File: config.mk
export PLATFORM = sky130hd
export DESIGN_NAME = min_completion_time_worker_select_unit
export DESIGN_NICKNAME = d
export VERILOG_FILES = /design/src/design/mct_pkg.sv /design/src/design/mct_ram.sv /design/src/design/min_completion_time_worker_select_unit.sv
export SDC_FILE = /design/constraint.sdc
export NUM_CORES = 2
export LEC_CHECK = 0
export ABC_CLOCK_PERIOD_IN_PS = 13220
export BUFFER_PORTS_ARGS = -buffer_cell sky130_fd_sc_hd__buf_2
export CAP_MARGIN = 25
export CORE_MARGIN = 1
export CORE_UTILIZATION = 51
export CTS_BUF_LIST = sky130_fd_sc_hd__clkbuf_8 sky130_fd_sc_hd__clkbuf_16
export CTS_CLUSTER_DIAMETER = 40
export CTS_CLUSTER_SIZE = 20
export DETAILED_ROUTE_END_ITERATION = 10
export PLACE_DENSITY = 0.68
export SLEW_MARGIN = 20
export SYNTH_ARGS = -nofsm -noshare
export SYNTH_HDL_FRONTEND = slang
export SYNTH_SLANG_ARGS = --single-unit
export TNS_END_PERCENT = 10
File: constraint.sdc
create_clock -name i_clk -period 13.22 [get_ports i_clk]
set_clock_uncertainty 0.15 [all_clocks]
set_input_delay 1.322 -clock i_clk [delete_from_list [all_inputs] [get_ports i_clk]]
set_output_delay 1.322 -clock i_clk [all_outputs]
set_load 0.02 [all_outputs]
File: src/design/mct_pkg.sv
package mct_pkg;

    localparam int MaxWorkers = 8;
    localparam int WorkerBits = 3;
    localparam int Kinds = 4;
    localparam int TimeBits = 32;
    localparam int LenBits = 24;
    localparam int RecBits = 3 * TimeBits;

    localparam logic [0:0] CfgWorkerCount = 1'b0;
    localparam logic [0:0] CfgKindMap = 1'b1;

    localparam logic OpPush = 1'b0;
    localparam logic OpPop = 1'b1;

    typedef struct packed {
        logic op;
        logic [31:0] now;
        logic [3:0] kind_mask;
        logic [3:0] unknown_mask;
        logic [23:0] length_kind0;
        logic [23:0] length_kind1;
        logic [23:0] length_kind2;
        logic [23:0] length_kind3;
        logic high_priority;
        logic [2:0] pop_worker;
        logic [23:0] pop_length;
    } t_in;

    typedef struct packed {
        logic [2:0] chosen_worker;
        logic [23:0] assigned_length;
        logic to_front;
        logic no_worker;
        logic [31:0] worker_end_time;
    } t_out;

    typedef struct packed {
        logic [TimeBits-1:0] start_t;
        logic [TimeBits-1:0] end_t;
        logic [TimeBits-1:0] queued;
    } t_rec;

    typedef enum logic [2:0] {
        ST_IDLE,
        ST_READ,
        ST_SCAN,
        ST_POP,
        ST_COMMIT,
        ST_OUT
    } t_state;

    function automatic logic [TimeBits-1:0] sat_add(
        input logic [TimeBits-1:0] a,
        input logic [TimeBits-1:0] b
    );
        logic [TimeBits:0] s;
        s = {1'b0, a} + {1'b0, b};
        sat_add = s[TimeBits] ? '1 : s[TimeBits-1:0];
    endfunction

endpackage

File: src/design/mct_ram.sv
module mct_ram #(
    parameter int Width = 8,
    parameter int Depth = 8
) (
    input  logic                     i_clk,
    input  logic                     i_we,
    input  logic [$clog2(Depth)-1:0] i_waddr,
    input  logic [Width-1:0]         i_wdata,
    input  logic [$clog2(Depth)-1:0] i_raddr,
    output logic [Width-1:0]         o_rdata
);
    logic [Width-1:0] r_mem [Depth];
    logic [Width-1:0] r_rdata;

    always_ff @(posedge i_clk) begin
        if (i_we) begin
            r_mem[i_waddr] <= i_wdata;
        end
        r_rdata <= r_mem[i_raddr];
    end

    assign o_rdata = r_rdata;
endmodule

File: src/design/min_completion_time_worker_select_unit.sv
// Minimum-completion-time worker selector. Per-worker start, end and queued
// length live in one RAM with a registered read. A push walks the active
// workers one per cycle (read, clamp to now, compare, write back), stopping
// early at a worker whose kind is marked unknown, then charges the winner.
// A pop is a read-modify-write of one entry. One transaction is in flight at
// a time; the result sits in an output register. After reset a clearing
// pass zeroes the RAM before the first item is taken.
module min_completion_time_worker_select_unit (
    input  logic               i_clk,
    input  logic               i_rst_n,
    input  logic               i_valid,
    output logic               o_ready,
    input  mct_pkg::t_in       i_data,
    output logic               o_valid,
    input  logic               i_ready,
    output mct_pkg::t_out      o_data,
    input  logic               i_cfg_we,
    input  logic [0:0]         i_cfg_index,
    input  logic [15:0]        i_cfg_data
);
    localparam int WB = mct_pkg::WorkerBits;
    localparam int TB = mct_pkg::TimeBits;

    mct_pkg::t_state r_state, n_state;
    logic [3:0] r_count;
    logic [15:0] r_kmap;
    mct_pkg::t_in r_in;
    mct_pkg::t_out r_out, n_out;
    logic r_ovalid, n_ovalid;
    logic r_clr, n_clr;
    logic [WB:0] r_idx, n_idx;
    logic r_found, n_found;
    logic [WB-1:0] r_best, n_best;
    logic [TB-1:0] r_best_end, n_best_end;
    logic [23:0] r_model, n_model;

    logic we;
    logic [WB-1:0] waddr, raddr;
    mct_pkg::t_rec wdata, rdata;

    mct_ram #(.Width(mct_pkg::RecBits), .Depth(mct_pkg::MaxWorkers)) u_ram (
        .i_clk(i_clk), .i_we(we), .i_waddr(waddr), .i_wdata(wdata),
        .i_raddr(raddr), .o_rdata(rdata)
    );

    logic [3:0] cnt_eff;
    assign cnt_eff = (r_count > 4'd8) ? 4'd8 : r_count;

    logic [WB-1:0] cur;
    logic [1:0] kd;
    logic [23:0] klen;
    logic [TB-1:0] cs, ce, cand;
    assign cur = r_idx[WB-1:0];
    assign kd = r_kmap[2*cur +: 2];
    always_comb begin
        case (kd)
            2'd0: klen = r_in.length_kind0;
            2'd1: klen = r_in.length_kind1;
            2'd2: klen = r_in.length_kind2;
            default: klen = r_in.length_kind3;
        endcase
    end
    assign cs = (rdata.start_t > r_in.now) ? rdata.start_t : r_in.now;
    assign ce = (rdata.end_t > r_in.now) ? rdata.end_t : r_in.now;
    assign cand = mct_pkg::sat_add(mct_pkg::sat_add(cs, rdata.queued),
        {{(TB-24){1'b0}}, klen});

    always_ff @(posedge i_clk) begin
        if (!i_rst_n) begin
            r_state <= mct_pkg::ST_IDLE;
            r_count <= 4'd1;
            r_kmap <= '0;
            r_ovalid <= 1'b0;
            r_clr <= 1'b1;
            r_idx <= '0;
        end else begin
            r_state <= n_state;
            r_ovalid <= n_ovalid;
            r_clr <= n_clr;
            r_idx <= n_idx;
            if (i_cfg_we) begin
                case (i_cfg_index)
                    mct_pkg::CfgWorkerCount: r_count <= i_cfg_data[3:0];
                    mct_pkg::CfgKindMap: r_kmap <= i_cfg_data;
                    default: ;
                endcase
            end
        end
        if (o_ready && i_valid) r_in <= i_data;
        r_out <= n_out;
        r_found <= n_found;
        r_best <= n_best;
        r_best_end <= n_best_end;
        r_model <= n_model;
    end

    assign o_ready = (r_state == mct_pkg::ST_IDLE) && !r_clr;
    assign o_valid = r_ovalid;
    assign o_data = r_out;

    always_comb begin
        logic [TB-1:0] q, st;
        n_state = r_state;
        n_out = r_out;
        n_ovalid = r_ovalid;
        n_clr = r_clr;
        n_idx = r_idx;
        n_found = r_found;
        n_best = r_best;
        n_best_end = r_best_end;
        n_model = r_model;
        we = 1'b0;
        waddr = cur;
        wdata = '0;
        raddr = cur;
        q = '0;
        st = '0;
        if (r_ovalid && i_ready) n_ovalid = 1'b0;
        case (r_state)
            mct_pkg::ST_IDLE: begin
                if (r_clr) begin
                    we = 1'b1;
                    n_idx = r_idx + 1'b1;
                    if (r_idx == (WB+1)'(mct_pkg::MaxWorkers - 1)) begin
                        n_clr = 1'b0;
                        n_idx = '0;
                    end
                end else if (i_valid) begin
                    n_found = 1'b0;
                    n_idx = '0;
                    if (i_data.op == mct_pkg::OpPop) begin
                        n_state = mct_pkg::ST_POP;
                        raddr = i_data.pop_worker;
                        n_idx = {1'b0, i_data.pop_worker};
                    end else if (cnt_eff == 4'd0) begin
                        n_state = mct_pkg::ST_COMMIT;
                    end else begin
                        n_state = mct_pkg::ST_SCAN;
                        raddr = '0;
                    end
                end
            end
            mct_pkg::ST_SCAN: begin
                we = 1'b1;
                wdata.start_t = cs;
                wdata.end_t = ce;
                wdata.queued = rdata.queued;
                n_idx = r_idx + 1'b1;
                raddr = n_idx[WB-1:0];
                n_state = ({1'b0, n_idx} == {1'b0, cnt_eff}) ? mct_pkg::ST_READ
                                                              : mct_pkg::ST_SCAN;
                if (r_in.kind_mask[kd]) begin
                    if (r_in.unknown_mask[kd]) begin
                        n_found = 1'b1;
                        n_best = cur;
                        n_model = '0;
                        n_state = mct_pkg::ST_READ;
                    end else if (!r_found || cand < r_best_end) begin
                        n_found = 1'b1;
                        n_best = cur;
                        n_best_end = cand;
                        n_model = klen;
                    end
                end
                if (n_state == mct_pkg::ST_READ) raddr = n_best;
            end
            mct_pkg::ST_READ: begin
                raddr = r_best;
                n_state = mct_pkg::ST_COMMIT;
            end
            mct_pkg::ST_COMMIT: begin
                n_out = '0;
                n_out.no_worker = 1'b1;
                if (r_found) begin
                    waddr = r_best;
                    we = 1'b1;
                    wdata = rdata;
                    wdata.end_t = mct_pkg::sat_add(rdata.end_t, {8'd0, r_model});
                    wdata.queued = mct_pkg::sat_add(rdata.queued, {8'd0, r_model});
                    n_out.chosen_worker = r_best;
                    n_out.assigned_length = r_model;
                    n_out.to_front = r_in.high_priority;
                    n_out.no_worker = 1'b0;
                    n_out.worker_end_time = wdata.end_t;
                end
                n_state = mct_pkg::ST_OUT;
                n_ovalid = 1'b1;
            end
            mct_pkg::ST_POP: begin
                we = 1'b1;
                q = (rdata.queued > {8'd0, r_in.pop_length})
                    ? rdata.queued - {8'd0, r_in.pop_length} : '0;
                st = mct_pkg::sat_add(r_in.now, {8'd0, r_in.pop_length});
                wdata.queued = q;
                wdata.start_t = st;
                wdata.end_t = mct_pkg::sat_add(st, q);
                n_out.chosen_worker = r_in.pop_worker;
                n_out.assigned_length = r_in.pop_length;
                n_out.to_front = 1'b0;
                n_out.no_worker = 1'b0;
                n_out.worker_end_time = wdata.end_t;
                n_ovalid = 1'b1;
                n_state = mct_pkg::ST_OUT;
            end
            mct_pkg::ST_OUT: begin
                if (!r_ovalid || i_ready) n_state = mct_pkg::ST_IDLE;
            end
            default: n_state = mct_pkg::ST_IDLE;
        endcase
    end
endmodule

==> results.md <==
- Number of pins with negative max-slew slack in the final report: 0
- Total clock sinks: 1,178
- Maximum net fanout on the critical path: 88
- Global-route wire length before repair: 258,100 µm
- Std-Cell Core Area: 114,200 µm²
- Total congestion overflow: 0
- Kind of end point of the critical path: register
- Detail-routed net length per standard cell: 26.44 µm
- Starting DRC count in detailed routing: 4,217
- Average cell area after synthesis: 12.14 µm²
- Clk Latency, worst-skew pair: 0.79 ns
- Cell with the largest stage delay on the worst path: sky130_fd_sc_hd__edfxtp_1
- Worst-path clk slew: 0.05 ns
- Dpl cells: 6,422
- Share of async-settable or async-resettable flops after synthesis: 0%
- Fraction of final layout cells sized beyond drive strength 1: 14.07%
- Area contributors post-synth: sky130_fd_sc_hd__edfxtp_1 54%, sky130_fd_sc_hd__ha_1 6.0%, sky130_fd_sc_hd__dfxtp_1 4.3%
- Final setup viols: 0
- Layout area overhead: 14.91%
- Power Dens Cells: 253.9 nW/µm²
- Sort of element at the start of the critical path: register
- Number of flip-flops and latches in the synthesized netlist: 1,178
- Final Instance Count excl. Fillers: 6,720
- Final hold violations: 0
- Placer's final routability congestion estimate: 0.9533
- Horizontal die dimension: 341.2 µm
- Maximum operating frequency: 79.61 MHz
- Proportion of synthesized chip area in sequential cells: 58.17%
- EDFF count, synth: 1,053
- Number of vias per cell after detailed routing: 6.332
- Number of antenna violations at the first check in global routing: 6
- Post-layout nets: 5,553
- Mapped Area: 58,670 µm²
- HPWL after DPL: 114,600 µm
- Tcrit/Tclk final: 95.01%
- Post-synthesis cell type with the largest combined area: sky130_fd_sc_hd__edfxtp_1
- Maximum Capacitance Violations: 0
- Deepest level of the CTS H-tree: 4
- Leakage power: 24.99 nW
- Setup_tns: 0 ns
- Initial standard-cell utilization of the core: 51.38%
- Synthesized netlist net count: 5,307
- I/O Pins: 250
- Largest net degree at the start of global routing: 110
- Cell at the root of the clock tree: sky130_fd_sc_hd__clkbuf_16
- Hold Startpoint: r_kmap[11]
- Clk buf depth: 3
- Antenna cells: 0
- Final routed wirelength across all metal layers: 177,700 µm
- Die footprint: 116,400 µm²
- FF-to-FF Start: r_in[157]
- Input/output buffers: 249
- Hold Crit Depth: 2
- Worst vdd rail ir drop: 0.2139 mV
- Number of global-route vias before repair: 40,258
- Worst hold margin: 0.3118 ns
- Worst min-delay path endpoint: r_kmap[11]
- Floorplan die height: 341.2 µm
- Tmin final: 12.56 ns
- Worst setup path class: reg -> reg
- Utilization after layout: 59.03%
- Unique cell type count in the Yosys netlist: 102
- Antenna viol nets, final: 0
- Cell row count: 124
- Clock tree from TritonCTS: yes
- DRC violations left: 0
- Vias: 42,549
- Arrival time of the worst setup path: 13.04 ns
- Yosys warning count: 0
- Most common cell after layout, fill and taps aside: sky130_fd_sc_hd__edfxtp_1
- Fraction of post-synthesis cell area in the top cell type by area: 53.90%
- Type of the tightest min-delay check: reg -> reg
- Number of buffers added by the clock tree synthesis step: 152
- Number of buffers inserted for hold repair after clock tree synthesis: 0
- Normalized max-slew margin: 17.32%
- Delay contributed by the slowest stage of the critical path: 0.49 ns
- Number of instances in the synthesized netlist: 4,833
- Reg-to-reg critical path endpoint: u_ram.o_rdata[57]
- Transition at the pin with the smallest max-transition slack: 1.224 ns
- Gr usage total: 29.76%
- Outcome: completed
- Drt first pass iters: 6
- Required time reported for the critical path endpoint: 13.70 ns
- Leading register cell type out of synthesis: sky130_fd_sc_hd__edfxtp_1
- Length in cells of the worst reg-to-reg path: 51
- Most frequent cells in the layout: 1,053 x sky130_fd_sc_hd__edfxtp_1, 396 x sky130_fd_sc_hd__and2_1, 280 x sky130_fd_sc_hd__ha_1, 256 x sky130_fd_sc_hd__nand2_1, 251 x sky130_fd_sc_hd__buf_2
- Setup slack on the worst flop-to-flop path: 0.66 ns
-- worst max-delay path: cells and delay by family, from the launching register on --
| family | cells | cell delay [ns] |
|---|---|---|
| AOI/OAI and AO/OA | 25 | 5.94 |
| and+or+nand+nor | 13 | 2.64 |
| adders and majority gates | 6 | 1.76 |
| buffers and inverters | 6 | 1.01 |
| DFF | 1 | 0.49 |
| muxes | 1 | 0.32 |
-- worst max-delay path by stage --
| stage | slack (ns) | depth (start not counted) | start | endpoint |
|---|---|---|---|---|
| after floorplan | 1.30 | 50 | r_in[161] | r_best_end[0] |
| after global placement | 0.39 | 55 | r_in[133] | u_ram.o_rdata[2] |
| after detailed placement | 0.16 | 51 | r_in[157] | u_ram.o_rdata[90] |
| after CTS | 0.12 | 51 | r_in[157] | u_ram.o_rdata[42] |
| after global routing | -0.06 | 50 | r_in[157] | u_ram.o_rdata[43] |
| final | 0.66 | 51 | r_in[157] | u_ram.o_rdata[57] |
-- report_power, final --
| group | leakage, nW | switching (mW) | total, mW | internal, mW |
|---|---|---|---|---|
| registers | 11.1 | 0.339 | 4.91 | 4.57 |
| logic | 11.3 | 4.94 | 8.01 | 3.07 |
| clock network | 2.58 | 1.84 | 4.20 | 2.36 |
| total | 25.0 | 7.12 | 17.1 | 10.0 |
-- metal layers --
metal	vias to the layer above	global-route usage (%)	share of wire, %
met5	-	0	0.0073
met4	2	14.54	5.1
met3	430	4.590	8.3
met2	2044	46.29	46
met1	20901	40.78	41
li1	19172	-	-
-- metrics by stage --
step / power (mW) / instance area (µm²) / worst slack, ns
6_report: 17.12 / 67410 / 0.6592
5_1_grt: 18.08 / 67410 / -0.06280
4_1_cts: 16.89 / 67150 / 0.1216
3_5_place_dp: 12.66 / 61850 / 0.1561
3_3_place_gp: 12.55 / 61740 / 0.3885
2_1_floorplan: 10.35 / 58670 / 1.296
-- synthesized netlist by cell type (103+ instances only) --
cell type                      n
sky130_fd_sc_hd__a2111oi_0   198
sky130_fd_sc_hd__a211oi_1    233
sky130_fd_sc_hd__a21oi_1     250
sky130_fd_sc_hd__and2_1      396
sky130_fd_sc_hd__clkbuf_1    201
sky130_fd_sc_hd__dfxtp_1     125
sky130_fd_sc_hd__edfxtp_1   1053
sky130_fd_sc_hd__ha_1        280
sky130_fd_sc_hd__inv_1       164
sky130_fd_sc_hd__nand2_1     258
sky130_fd_sc_hd__nor2_1      173
sky130_fd_sc_hd__nor4_1      103
sky130_fd_sc_hd__o21ai_0     246
-- logic make-up after synthesis --
group,count (synthesis),share of synthesized area (%)
xor gates and xnor gates,162,2.419
muxes,79,1.465
buffers and inverters,444,3.193
AOI/OAI and AO/OA,1350,16.33
adders and majority gates,287,6.211
and+or+nand+nor,1333,12.22
DFF,1178,58.17
-- layout make-up --
cell class,instances,area (µm²)
clock inverter,124,1394
sequential,1178,34120
clock buffer,159,3900
tap,1512,1892
inverter,165,619.3
multi-input combinational,3214,23020
fill,9234,46780
timing repair buffer,368,2464
-- timing repair --
action                                  in CTS  in global routing
endpoints found under the hold margin        0                  0
endpoints found under the setup margin       0                 96
resized for setup                            0                 58
buffers inserted                             0                 10
-- flip-flops by register name, indices dropped and copies added (netlist names), 3 cells and up --
name / flops
r_count: 4
r_kmap: 16
u_ram.o_rdata: 96
r_model: 24
u_ram.r_mem: 768
o_data: 61
r_in: 164
r_idx: 4
r_best_end: 32
r_state: 3
r_best: 3
(Power assumes the default switching activity.)
